### src/sv/esu_pkg.sv
// shared types, constants and a helper function for the escape sequence unescaper
package esu_pkg;

	localparam int unsigned QueueDepth = 4;

	localparam logic [7:0] ChBackslash = 8'h5C;
	localparam logic [7:0] ChQuote     = 8'h22;
	localparam logic [7:0] ChB         = 8'h62;
	localparam logic [7:0] ChN         = 8'h6E;
	localparam logic [7:0] ChF         = 8'h66;
	localparam logic [7:0] ChR         = 8'h72;
	localparam logic [7:0] ChT         = 8'h74;
	localparam logic [7:0] ChLowerU    = 8'h75;
	localparam logic [7:0] ChUpperU    = 8'h55;

	localparam logic [3:0] ShortDigits = 4'd4;
	localparam logic [3:0] LongDigits  = 4'd8;

	typedef enum logic [2:0] {
		ERR_NONE      = 3'd0,
		ERR_DANGLING  = 3'd1,
		ERR_TRUNCATED = 3'd2,
		ERR_BAD_VALUE = 3'd3,
		ERR_ILLEGAL   = 3'd4
	} err_t;

	typedef enum logic [2:0] {
		MODE_TEXT = 3'b001,
		MODE_ESC  = 3'b010,
		MODE_HEX  = 3'b100
	} mode_t;

	// one queued command: up to four results for a single input byte
	typedef struct packed {
		logic [3:0][7:0] bytes;
		logic [1:0]      last_idx;
		logic            data;
		err_t            err;
		logic            eos;
	} cmd_t;

	// bit 4 set when the character is not a hex digit
	function automatic logic [4:0] hex_decode(input logic [7:0] c);
		logic [4:0] r;
		r = 5'h10;
		if (c >= 8'h30 && c <= 8'h39) begin
			r = {1'b0, c[3:0]};
		end else if ((c >= 8'h61 && c <= 8'h66) || (c >= 8'h41 && c <= 8'h46)) begin
			r = {1'b0, c[3:0] + 4'd9};
		end
		return r;
	endfunction

endpackage

### src/sv/esu_front.sv
// front end: accepts raw bytes, tracks escape state and builds result commands
module esu_front (
	input  logic            clk,
	input  logic            arst_n,
	input  logic            accept,
	input  logic [7:0]      in_byte,
	input  logic            in_last,
	output logic            cmd_push,
	output esu_pkg::cmd_t   cmd
);
	import esu_pkg::*;

	mode_t       mode_q, mode_n;
	logic [3:0]  digits_q, digits_n;
	logic [31:0] code_q, code_n;
	logic        bad_q, bad_n;
	logic        err_q, err_n;
	logic        has_res;
	logic [4:0]  hex;
	logic [31:0] v;

	assign hex = hex_decode(in_byte);
	assign v   = {code_q[27:0], hex[4] ? 4'h0 : hex[3:0]};

	always_comb begin
		mode_n   = mode_q;
		digits_n = digits_q;
		code_n   = code_q;
		bad_n    = bad_q;
		err_n    = err_q;
		has_res  = 1'b0;
		cmd      = '0;
		cmd.err  = ERR_NONE;
		if (!err_q) begin
			case (mode_q)
				MODE_ESC: begin
					mode_n   = MODE_TEXT;
					has_res  = 1'b1;
					cmd.data = 1'b1;
					case (in_byte)
						ChB:         cmd.bytes[0] = 8'h08;
						ChN:         cmd.bytes[0] = 8'h0A;
						ChF:         cmd.bytes[0] = 8'h0C;
						ChR:         cmd.bytes[0] = 8'h0D;
						ChT:         cmd.bytes[0] = 8'h09;
						ChQuote:     cmd.bytes[0] = 8'h22;
						ChBackslash: cmd.bytes[0] = 8'h5C;
						ChLowerU, ChUpperU: begin
							mode_n   = MODE_HEX;
							digits_n = (in_byte == ChLowerU) ? ShortDigits : LongDigits;
							code_n   = '0;
							bad_n    = 1'b0;
							cmd.data = 1'b0;
							has_res  = in_last;
							if (in_last) begin
								cmd.err = ERR_TRUNCATED;
								err_n   = 1'b1;
							end
						end
						default: begin
							cmd.data = 1'b0;
							cmd.err  = ERR_ILLEGAL;
							err_n    = 1'b1;
						end
					endcase
				end
				MODE_HEX: begin
					bad_n    = bad_q | hex[4];
					code_n   = v;
					digits_n = digits_q - 4'd1;
					if (digits_n == 4'd0) begin
						mode_n  = MODE_TEXT;
						has_res = 1'b1;
						if (bad_n || v > 32'h0010_FFFF || (v >= 32'hD800 && v <= 32'hDFFF)) begin
							cmd.err = ERR_BAD_VALUE;
							err_n   = 1'b1;
						end else begin
							cmd.data = 1'b1;
							if (v < 32'h80) begin
								cmd.bytes[0] = v[7:0];
								cmd.last_idx = 2'd0;
							end else if (v < 32'h800) begin
								cmd.bytes[0] = {3'b110, v[10:6]};
								cmd.bytes[1] = {2'b10, v[5:0]};
								cmd.last_idx = 2'd1;
							end else if (v < 32'h1_0000) begin
								cmd.bytes[0] = {4'b1110, v[15:12]};
								cmd.bytes[1] = {2'b10, v[11:6]};
								cmd.bytes[2] = {2'b10, v[5:0]};
								cmd.last_idx = 2'd2;
							end else begin
								cmd.bytes[0] = {5'b11110, v[20:18]};
								cmd.bytes[1] = {2'b10, v[17:12]};
								cmd.bytes[2] = {2'b10, v[11:6]};
								cmd.bytes[3] = {2'b10, v[5:0]};
								cmd.last_idx = 2'd3;
							end
						end
					end else if (in_last) begin
						has_res = 1'b1;
						cmd.err = ERR_TRUNCATED;
						err_n   = 1'b1;
					end
				end
				default: begin
					if (in_byte == ChBackslash) begin
						mode_n = MODE_ESC;
						if (in_last) begin
							has_res = 1'b1;
							cmd.err = ERR_DANGLING;
							err_n   = 1'b1;
						end
					end else begin
						has_res      = 1'b1;
						cmd.data     = 1'b1;
						cmd.bytes[0] = in_byte;
					end
				end
			endcase
		end
		if (in_last) begin
			cmd.eos  = 1'b1;
			mode_n   = MODE_TEXT;
			digits_n = '0;
			code_n   = '0;
			bad_n    = 1'b0;
			err_n    = 1'b0;
		end
	end

	assign cmd_push = accept && (has_res || in_last);

	always_ff @(posedge clk or negedge arst_n) begin
		if (!arst_n) begin
			mode_q   <= MODE_TEXT;
			digits_q <= '0;
			code_q   <= '0;
			bad_q    <= 1'b0;
			err_q    <= 1'b0;
		end else if (accept) begin
			mode_q   <= mode_n;
			digits_q <= digits_n;
			code_q   <= code_n;
			bad_q    <= bad_n;
			err_q    <= err_n;
		end
	end

	property p_latched_quiet;
		@(posedge clk) disable iff (!arst_n) (err_q && !in_last) |-> !cmd_push;
	endproperty
	a_latched_quiet: assert property (p_latched_quiet) else $error("output after latched error");

	property p_data_no_err;
		@(posedge clk) disable iff (!arst_n) cmd_push && cmd.data |-> cmd.err == ERR_NONE;
	endproperty
	a_data_no_err: assert property (p_data_no_err) else $error("data command carries error");

endmodule

### src/sv/esu_queue.sv
// short command queue between the front end and the result emitter
module esu_queue #(
	parameter int unsigned DEPTH = esu_pkg::QueueDepth
) (
	input  logic          clk,
	input  logic          arst_n,
	input  logic          push,
	input  esu_pkg::cmd_t wdata,
	output logic          full,
	input  logic          pop,
	output logic          nonempty,
	output esu_pkg::cmd_t rdata
);
	import esu_pkg::*;

	localparam int unsigned PtrW = (DEPTH > 1) ? $clog2(DEPTH) : 1;
	localparam int unsigned CntW = $clog2(DEPTH + 1);
	localparam logic [PtrW-1:0] PtrMax = PtrW'(DEPTH - 1);
	localparam logic [CntW-1:0] CntMax = CntW'(DEPTH);

	cmd_t            mem_q [DEPTH];
	logic [PtrW-1:0] wptr_q, rptr_q;
	logic [CntW-1:0] cnt_q;

	assign full     = (cnt_q == CntMax);
	assign nonempty = (cnt_q != '0);
	assign rdata    = mem_q[rptr_q];

	always_ff @(posedge clk) begin
		if (push) begin
			mem_q[wptr_q] <= wdata;
		end
	end

	always_ff @(posedge clk or negedge arst_n) begin
		if (!arst_n) begin
			wptr_q <= '0;
			rptr_q <= '0;
			cnt_q  <= '0;
		end else begin
			if (push) begin
				wptr_q <= (wptr_q == PtrMax) ? '0 : wptr_q + 1'b1;
			end
			if (pop) begin
				rptr_q <= (rptr_q == PtrMax) ? '0 : rptr_q + 1'b1;
			end
			if (push && !pop) begin
				cnt_q <= cnt_q + 1'b1;
			end else if (pop && !push) begin
				cnt_q <= cnt_q - 1'b1;
			end
		end
	end

	property p_no_overflow;
		@(posedge clk) disable iff (!arst_n) push |-> (!full || pop);
	endproperty
	a_no_overflow: assert property (p_no_overflow) else $error("queue overflow");

	property p_no_underflow;
		@(posedge clk) disable iff (!arst_n) pop |-> nonempty;
	endproperty
	a_no_underflow: assert property (p_no_underflow) else $error("queue underflow");

endmodule

### src/sv/esu_back.sv
// back end: expands queued commands into result transactions, one per cycle while results are popped
module esu_back (
	input  logic          clk,
	input  logic          arst_n,
	input  logic          cmd_avail,
	input  esu_pkg::cmd_t cmd,
	output logic          cmd_pop,
	input  logic          pop,
	output logic          empty,
	output logic [7:0]    out_byte,
	output logic          byte_valid,
	output logic          end_of_string,
	output logic [2:0]    error_code
);
	import esu_pkg::*;

	logic       out_valid_q;
	logic [1:0] idx_q;
	logic       load;
	logic       at_end;
	logic [7:0] byte_q;
	logic       bvalid_q;
	logic       eos_q;
	err_t       err_q;

	assign empty   = !out_valid_q;
	assign load    = cmd_avail && (!out_valid_q || pop);
	assign at_end  = (idx_q == cmd.last_idx);
	assign cmd_pop = load && at_end;

	always_ff @(posedge clk or negedge arst_n) begin
		if (!arst_n) begin
			out_valid_q <= 1'b0;
			idx_q       <= '0;
		end else begin
			if (load) begin
				out_valid_q <= 1'b1;
				idx_q       <= at_end ? 2'd0 : idx_q + 2'd1;
			end else if (pop) begin
				out_valid_q <= 1'b0;
			end
		end
	end

	always_ff @(posedge clk) begin
		if (load) begin
			byte_q   <= cmd.data ? cmd.bytes[idx_q] : 8'h00;
			bvalid_q <= cmd.data;
			eos_q    <= cmd.eos && at_end;
			err_q    <= cmd.err;
		end
	end

	assign out_byte      = byte_q;
	assign byte_valid    = bvalid_q;
	assign end_of_string = eos_q;
	assign error_code    = err_q;

	property p_idx_in_range;
		@(posedge clk) disable iff (!arst_n) cmd_avail |-> idx_q <= cmd.last_idx;
	endproperty
	a_idx_in_range: assert property (p_idx_in_range) else $error("result index past command");

	property p_idle_idx;
		@(posedge clk) disable iff (!arst_n) !cmd_avail |-> idx_q == 2'd0;
	endproperty
	a_idle_idx: assert property (p_idle_idx) else $error("index left over without command");

endmodule

### src/sv/escape_sequence_unescaper.sv
// top level of the escape sequence unescaper: front end, command queue and emitter
//
//  channel  | handshake             | payload
//  ---------+-----------------------+----------------------------------------------
//  input    | push / full           | in_byte, in_last
//  result   | empty / pop           | out_byte, byte_valid, end_of_string, error_code
//
// one input byte is taken per cycle while the command queue has room
// each byte yields zero to four results; the emitter hands out one result per cycle while results are popped
// a \U or \u escape that decodes to n UTF-8 bytes gives n results, all expanded by the emitter from one queued command
// the queue and result register let input continue while results wait to be popped
// arst_n clears escape state, queue pointers and count, and the emitter's valid flag and index
module escape_sequence_unescaper #(
	parameter int unsigned QUEUE_DEPTH = esu_pkg::QueueDepth
) (
	input  logic       clk,
	input  logic       arst_n,
	input  logic       push,
	output logic       full,
	input  logic [7:0] in_byte,
	input  logic       in_last,
	output logic       empty,
	input  logic       pop,
	output logic [7:0] out_byte,
	output logic       byte_valid,
	output logic       end_of_string,
	output logic [2:0] error_code
);
	import esu_pkg::*;

	logic accept;
	logic cmd_push;
	logic cmd_pop;
	logic cmd_avail;
	cmd_t cmd_in;
	cmd_t cmd_out;

	assign accept = push && !full;

	esu_front u_front (
		.clk      (clk),
		.arst_n   (arst_n),
		.accept   (accept),
		.in_byte  (in_byte),
		.in_last  (in_last),
		.cmd_push (cmd_push),
		.cmd      (cmd_in)
	);

	esu_queue #(
		.DEPTH (QUEUE_DEPTH)
	) u_queue (
		.clk      (clk),
		.arst_n   (arst_n),
		.push     (cmd_push),
		.wdata    (cmd_in),
		.full     (full),
		.pop      (cmd_pop),
		.nonempty (cmd_avail),
		.rdata    (cmd_out)
	);

	esu_back u_back (
		.clk           (clk),
		.arst_n        (arst_n),
		.cmd_avail     (cmd_avail),
		.cmd           (cmd_out),
		.cmd_pop       (cmd_pop),
		.pop           (pop),
		.empty         (empty),
		.out_byte      (out_byte),
		.byte_valid    (byte_valid),
		.end_of_string (end_of_string),
		.error_code    (error_code)
	);

endmodule

### config.mk
export PLATFORM = sky130hd
export DESIGN_NAME = escape_sequence_unescaper
export DESIGN_NICKNAME = d
export VERILOG_FILES = /design/src/sv/esu_pkg.sv /design/src/sv/esu_front.sv /design/src/sv/esu_queue.sv /design/src/sv/esu_back.sv /design/src/sv/escape_sequence_unescaper.sv
export SDC_FILE = /design/constraint.sdc
export NUM_CORES = 1
export LEC_CHECK = 0
export BUFFER_PORTS_ARGS = -buffer_cell sky130_fd_sc_hd__buf_2
export CAP_MARGIN = 25
export CORE_ASPECT_RATIO = 2
export CORE_MARGIN = 3
export CORE_UTILIZATION = 40
export DETAILED_ROUTE_END_ITERATION = 6
export HOLD_SLACK_MARGIN = 0.12
export SLEW_MARGIN = 20
export SYNTH_ARGS = -nofsm -noshare
export SYNTH_HDL_FRONTEND = slang
export SYNTH_SLANG_ARGS = --single-unit
export TNS_END_PERCENT = 5
### constraint.sdc
create_clock -name clk -period 11.75 [get_ports clk]
set_input_delay 1.7625 -clock clk [delete_from_list [all_inputs] [get_ports clk]]
set_output_delay 1.7625 -clock clk [all_outputs]
set_load 0.02 [all_outputs]
==> metrics.md, run 1 <==
| Metric | Value |
|---|---|
| Final-report hold violation count | `0` |
| PostCTS Resize Cnt | `0` |
| Slew at the pin closest to its max-slew limit | `0.932 ns` |
| Clk_skew | `around 0.013 ns` |
| Hold WS | `0.496 ns` |
| Largest net degree at the start of global routing | `48` |
| Main synth FF type | `edfxtp_1` |
| Post-synth ARST share | `23.5%` |
| H-tree depth | `4` |
| CTS clk-pin slew, worst paths | `~0.08 ns` |
| Latest clock arrival within the worst-skew pair | `between 0.4 and 0.5 ns` |
| Sequential Power Share | `45.7%` |
| Router iterations before antenna repair | `5` |
| Worst min-delay path class | `reg -> reg` |
| Total die area | `24900 um2` |
| CP Launch Type | `input pin` |
| Unrepaired setup endpoints after global routing | `false` |
| Avg WL per Cell | `22.1 um` |
| Post-synth EDFFs | `153` |
| Switching part of the total power | `30.5%` |
| Placed wire-length estimate | `14200 um` |
| Final setup viols | `0` |
| Share of cells above drive strength 1 | `20.1%` |
| Worst EP arrival | `4.77 ns` |
| ANT nets after route | `0` |
| Pleak | `3.69 nW` |
| Via density | `6.06` |
| Critical path endpoint category | `register` |
| Worst setup path class | `in -> reg` |
| GRT Util Overall | `17.4%` |
| Status | `complete, no violations` |
| Seq/Total Area, Yosys | `between 60% and 70%` |
| Synth-to-Final Area Change | `11.2%` |
| Pwr dens | `215 nW/um2` |
| IO buf count | `27` |
| GRT overflow | `0` |
| DR iter-0 viols | `320` |
| Register bit count reported by yosys | `200` |
| Final Wtd Congestion | `slightly below 0.9` |
| Final slew viol count | `0` |
| Vias in the first global route | `5891` |
| Starting Density | `41.0%` |
| GR Layer Usage met3 | `around 3.1%` |
| Clock share of power | `between 20% and 30%` |
| Setup TNS | `0 ns` |
| Setup bufs post-CTS | `0` |
| CTS Buf Count | `17` |
| Die H | `220 um` |
| Most common cell after layout, fill and taps aside | `edfxtp_1` |
| Fin nets | `674` |
| Std-Cell Rows | `77` |
| Internal power | `1.52 mW` |
| Top Usage Layer GRT | `met2` |
| Antenna cell count | `0` |
| Net Switching | `approximately 670 uW` |
| Max VDD drop | `around 0.11 mV` |
| CTS tree | `yes` |
| I/O Pins | `28` |
| Hold buffer count at CTS | `0` |
| Top fanout value on the critical path | `8` |
| Longest Clk Path Bufs | `2` |
| Tcrit/Tclk final | `37.9%` |
| Die width | `between 100 and 150 um` |
| Met2 capacity usage during global routing | `roughly a third` |
| DR vias | `5681` |
| Cell Area, Synth | `between 9000 and 10000 um2` |
| Placed cell area | `~9600 um2` |
| Global-route wire length before repair | `33100 um` |
| Syn avg cell area | `14.7 um2` |
| CTS sink count | `200` |
| Fillers | `2034` |
| Antenna violations before repair | `0` |
| Rel. slew slack | `37.5%` |
| Max Cap Viol | `0` |
| Post-Syn Instances | `622` |
| Met1 Resource Use GR | `roughly 20%` |
| Netlist cell types | `77` |
| Core ar. | `approximately 22000 um2` |
| Residual DRC | `0` |
| Final Cell Area | `10200 um2` |
| Tmin final | `about 4.4 ns` |
| Fmax | `around 220 MHz` |
| Commonest non-fill, non-tap cells in the layout | `153 x edfxtp_1, 45 x dfrtp_1, 39 x mux4_2` |
| CP required | `roughly 12 ns` |
| Routed WL | `20700 um` |
| Root Driver | `clkbuf_16` |
| Comb pwr share | `29.0%` |
| Post-Syn Nets | `648` |
| Yosys Warn Count | `0` |
-- flip-flops by register name (all words and copies together) (netlist names) --
| name | cells |
|---|---|
| u_queue.mem_q | 140 |
| u_front.code_q | 28 |
| u_back.out_byte | 8 |
| u_front.digits_q | 4 |
| u_back.error_code | 3 |
| u_front.mode_q | 3 |
| u_queue.cnt_q | 3 |
| u_back.idx_q | 2 |
| u_queue.rptr_q | 2 |
| u_queue.wptr_q | 2 |
| u_back.byte_valid | 1 |
| u_back.end_of_string | 1 |
| u_back.out_valid_q | 1 |
| u_front.bad_q | 1 |
| u_front.err_q | 1 |
-- cells by family after synthesis --
family | count (synthesis) | synth area share, %
xor+xnor | 7 | 0.669
mux | 48 | 10.6
fa+ha+maj | 13 | 1.86
flops | 200 | 63.0
simple gates | 161 | 10.2
buf+inv | 54 | 2.48
compound gates | 139 | 11.2
-- per-layer routing --
metal / wire, um / part of all wire (%)
met1: 7810 / 38
met2: 11500 / 56
met3: 777 / 3.8
met4: 616 / 3.0
met5: 0 / 0
-- stage by stage --
step | util, % | power (mW) | cells | setup WS, ns
2_1_floorplan | - | 1.49 | 622 | 5.99
3_3_place_gp | 43.1 | 1.65 | 905 | 7.00
3_5_place_dp | 43.1 | 1.67 | 905 | 6.90
4_1_cts | 45.6 | 2.23 | 937 | 7.34
5_1_grt | 45.6 | 2.31 | 937 | 6.98
6_report | 45.6 | 2.20 | 937 | 7.30
-- final timing paths --
path	start	to	slack, ns	cells after the start
worst max-delay path	in_byte[0]	u_queue.cnt_q[1]$_DFFE_PN0P_	7.30	12
worst min-delay path	u_queue.cnt_q[2]$_DFFE_PN0P_	u_queue.cnt_q[2]$_DFFE_PN0P_	0.50	1
worst max register to register	u_front.mode_q[2]$_DFFE_PN0P_	u_queue.mem_q[0][17]$_DFFE_PP_	8.48	4
worst min register to register	u_queue.cnt_q[2]$_DFFE_PN0P_	u_queue.cnt_q[2]$_DFFE_PN0P_	0.50	1
max in group asynchronous	arst_n	u_queue.rptr_q[0]$_DFFE_PN0P_	9.84	2
min in group asynchronous	arst_n	u_front.mode_q[1]$_DFFE_PN0P_	1.41	2
-- cells in the mapped netlist, types with 5 or more instances --
master    count  area share, %
mux2_2        5           0.61
o21ai_0      14           0.76
a211oi_1      7           0.57
nand2b_1     10           0.68
buf_2        14           0.76
dfrtp_1      46             13
nor3b_1      10           0.82
nor2_1       33            1.4
nor4_1        7           0.48
mux4_2       39            9.6
inv_1        21           0.86
nand3_1      14           0.76
or4_1         5           0.41
nor3_1       11           0.60
edfxtp_1    153             50
a21oi_1      28            1.5
nand4_1       9           0.61
nor2b_1      15            1.0
a22o_1       28            2.7
nand2_1      19           0.78
ha_1         12            1.6
a31oi_1       6           0.41
clkbuf_1     16           0.66
-- layout make-up --
cell class / count / area (um2) / share of cell area [%]
Sequential cell: 200 / 5770 / 56.7
Clock buffer: 20 / 478 / 4.69
Inverter: 22 / 82.6 / 0.811
Clock inverter: 12 / 87.6 / 0.860
Tap cell: 276 / 345 / 3.39
Timing Repair Buffer: 39 / 225 / 2.21
Multi-Input combinational cell: 368 / 3200 / 31.4
-- power groups by stage --
stage / Sequential, mW / Clock [mW] / Combinational (mW)
after floorplan: 1.04 / 0 / 0.450
after global placement: 1.01 / 0 / 0.635
after detailed placement: 1.02 / 0 / 0.652
after CTS: 1.00 / 0.571 / 0.653
after global routing: 1.02 / 0.595 / 0.697
final: 1.00 / 0.556 / 0.637
-- critical path, stage by stage --
cell and delay, ns:
buf_2 0.15, inv_1 0.13, ha_1 0.27, nand3_1 0.13
nor3_1 0.51, a21oi_1 0.20, a31oi_1 0.53, nor2_1 0.10
ha_1 0.26, inv_1 0.07, fa_1 0.40, mux2_2 0.26
Power figures use the tool's default switching activity.
==> run 2, diff against run 1 <==
==> constraint.sdc (replaced) <==
create_clock -name clk -period 3.81 [get_ports clk]
set_input_delay 0.5715 -clock clk [delete_from_list [all_inputs] [get_ports clk]]
set_output_delay 0.5715 -clock clk [all_outputs]
set_load 0.02 [all_outputs]
==> metrics.md, run 2 (synthesis gave the netlist of run 1 again) <==
| Metric | Value |
|---|---|
| Die H | `between 200 and 250 um` |
| Most flops, register | `u_queue.mem_q` |
| Hold buffer count at CTS | `0` |
| Fin nets | `about 700` |
| Vias in the first global route | `5982` |
| Die width | `around 110 um` |
| Crit-path cells | `buf_2 > or4b_1 > nor3_2 > o211a_1 > nand4_2 > a221oi_1` |
| Final slew viol count | `0` |
| Max VDD drop | `0.329 mV` |
| Placed cell area | `9690 um2` |
| Residual DRC | `0` |
| Worst min-delay path class | `in -> async` |
| Final Wtd Congestion | `0.896` |
| Fillers | `around 2000` |
| Crit path capture | `u_queue.mem_q[2][17]$_DFFE_PP_` |
| Unrepaired setup endpoints after global routing | `false` |
| Top fanout value on the critical path | `15` |
| Core ar. | `about 22000 um2` |
| Tmin final | `3.11 ns` |
| CTS sink count | `200` |
| Final Cell Area | `10300 um2` |
| Setup bufs post-CTS | `0` |
| Routed WL | `21000 um` |
| CTS clk-pin slew, worst paths | `0.07 ns` |
| CTS tree | `yes` |
| Sequential cell area | `just under 6000 um2` |
| Starting Density | `41.0%` |
| Latest clock arrival within the worst-skew pair | `0.44 ns` |
| Pwr dens | `665 nW/um2` |
| Reg2reg path depth | `5` |
| Worst reg2reg path startpoint | `u_front.mode_q[1]$_DFFE_PN0P_` |
| CP max stage cell | `or4b_1` |
| Antenna cell count | `0` |
| Pleak | `3.74 nW` |
| Hold WS | `0.224 ns` |
| DR iter-0 viols | `370` |
| Crit. path cell count | `6` |
| Commonest non-fill, non-tap cells in the layout | `153 x edfxtp_1, 45 x dfrtp_1, 39 x mux4_2` |
| Share of cells above drive strength 1 | `21.2%` |
| IO buf count | `27` |
| Total die area | `around 25000 um2` |
| Family with the most delay on the worst path | `simple AND/OR/NAND/NOR gates` |
| Status | `complete, no violations` |
| Final Util | `45.9%` |
| Root Driver | `clkbuf_16` |
| Std-Cell Rows | `77` |
| Avg WL per Cell | `22.2 um` |
| Synth-to-Final Area Change | `12.0%` |
| Tcrit/Tclk final | `81.6%` |
| Placed wire-length estimate | `14600 um` |
| Reg2reg setup slack | `0.73 ns` |
| Slowest stage delay, CP | `about 0.6 ns` |
| Antenna violations before repair | `0` |
| Longest Clk Path Bufs | `2` |
| I/O Pins | `28` |
| Max Cap Viol | `0` |
| CP Launch Type | `input pin` |
| GRT Util Overall | `between 15 and 20%` |
| ANT nets after route | `0` |
| Global-route wire length before repair | `between 30000 and 40000 um` |
| Setup TNS | `0 ns` |
| PostCTS Resize Cnt | `0` |
| CP required | `3.97 ns` |
| H-tree depth | `4` |
| Most common cell after layout, fill and taps aside | `edfxtp_1` |
| CTS Buf Count | `17` |
| Via density | `5.95` |
| Critical path origin | `in_byte[3]` |
| Largest net degree at the start of global routing | `36` |
| Fmax | `322 MHz` |
| Clk_skew | `0.0165 ns` |
| R2r endpoint | `u_queue.mem_q[2][17]$_DFFE_PP_` |
| Router iterations before antenna repair | `5` |
| GRT overflow | `0` |
| DR vias | `5627` |
| Final setup viols | `0` |
| Worst setup path class | `in -> reg` |
| Max FFs per register | `140` |
| Slew at the pin closest to its max-slew limit | `a little over 0.8 ns` |
| Worst path buffer plus inverter count | `1` |
| Rel. slew slack | `45.8%` |
| Critical path endpoint category | `register` |
| Worst EP arrival | `roughly 3.3 ns` |
| Final-report hold violation count | `0` |
| Multi-input logic area | `3200 um2` |
[run 2: how the worst min path moves through the flow]
stage,slack [ns],to,from,depth (start not counted)
2_1_floorplan,0.28,u_back.idx_q[0]$_DFFE_PN0P_,arst_n,0
3_3_place_gp,0.47,u_queue.cnt_q[2]$_DFFE_PN0P_,u_queue.cnt_q[2]$_DFFE_PN0P_,1
3_5_place_dp,0.49,u_front.code_q[24]$_DFFE_PN0P_,u_front.code_q[24]$_DFFE_PN0P_,1
4_1_cts,0.23,u_front.mode_q[1]$_DFFE_PN0P_,arst_n,1
5_1_grt,0.25,u_front.mode_q[1]$_DFFE_PN0P_,arst_n,1
6_report,0.22,u_front.mode_q[1]$_DFFE_PN0P_,arst_n,1
[run 2: area by class of cell]
type	instances	area share (%)
flip-flops and latches	200	56.3
clock inverters	12	0.793
repair buffers	48	2.85
inverters	22	0.805
clock buffers	20	4.77
multi-input cells	368	31.2
well taps	276	3.37
[run 2: routing by layer]
metal / wire [um] / GRT usage [%] / part of all wire (%) / vias to the layer above
met4: 897 / 9.11 / 4.3 / 0
met3: 805 / 3.57 / 3.8 / 51
met2: 11500 / 32.1 / 55 / 159
met5: 0 / 0 / 0 / -
met1: 7790 / 19.7 / 37 / 2857
li1: - / - / - / 2560
[run 2: metrics by stage]
step / setup WS (ns) / std cells / total power, mW
finish: 0.703 / 946 / 6.83
CTS: 0.650 / 946 / 6.93
global route: 0.486 / 946 / 7.22
detailed placement: 0.280 / 914 / 5.20
floorplan: -0.932 / 622 / 4.58
global placement: 0.464 / 914 / 5.12
[run 2: where the power goes]
part / switching (mW) / leakage (nW) / internal, mW
sequential: 0.222 / 2.04 / 2.92
clock: 0.793 / 0.296 / 0.938
combinational: 1.07 / 1.40 / 0.884
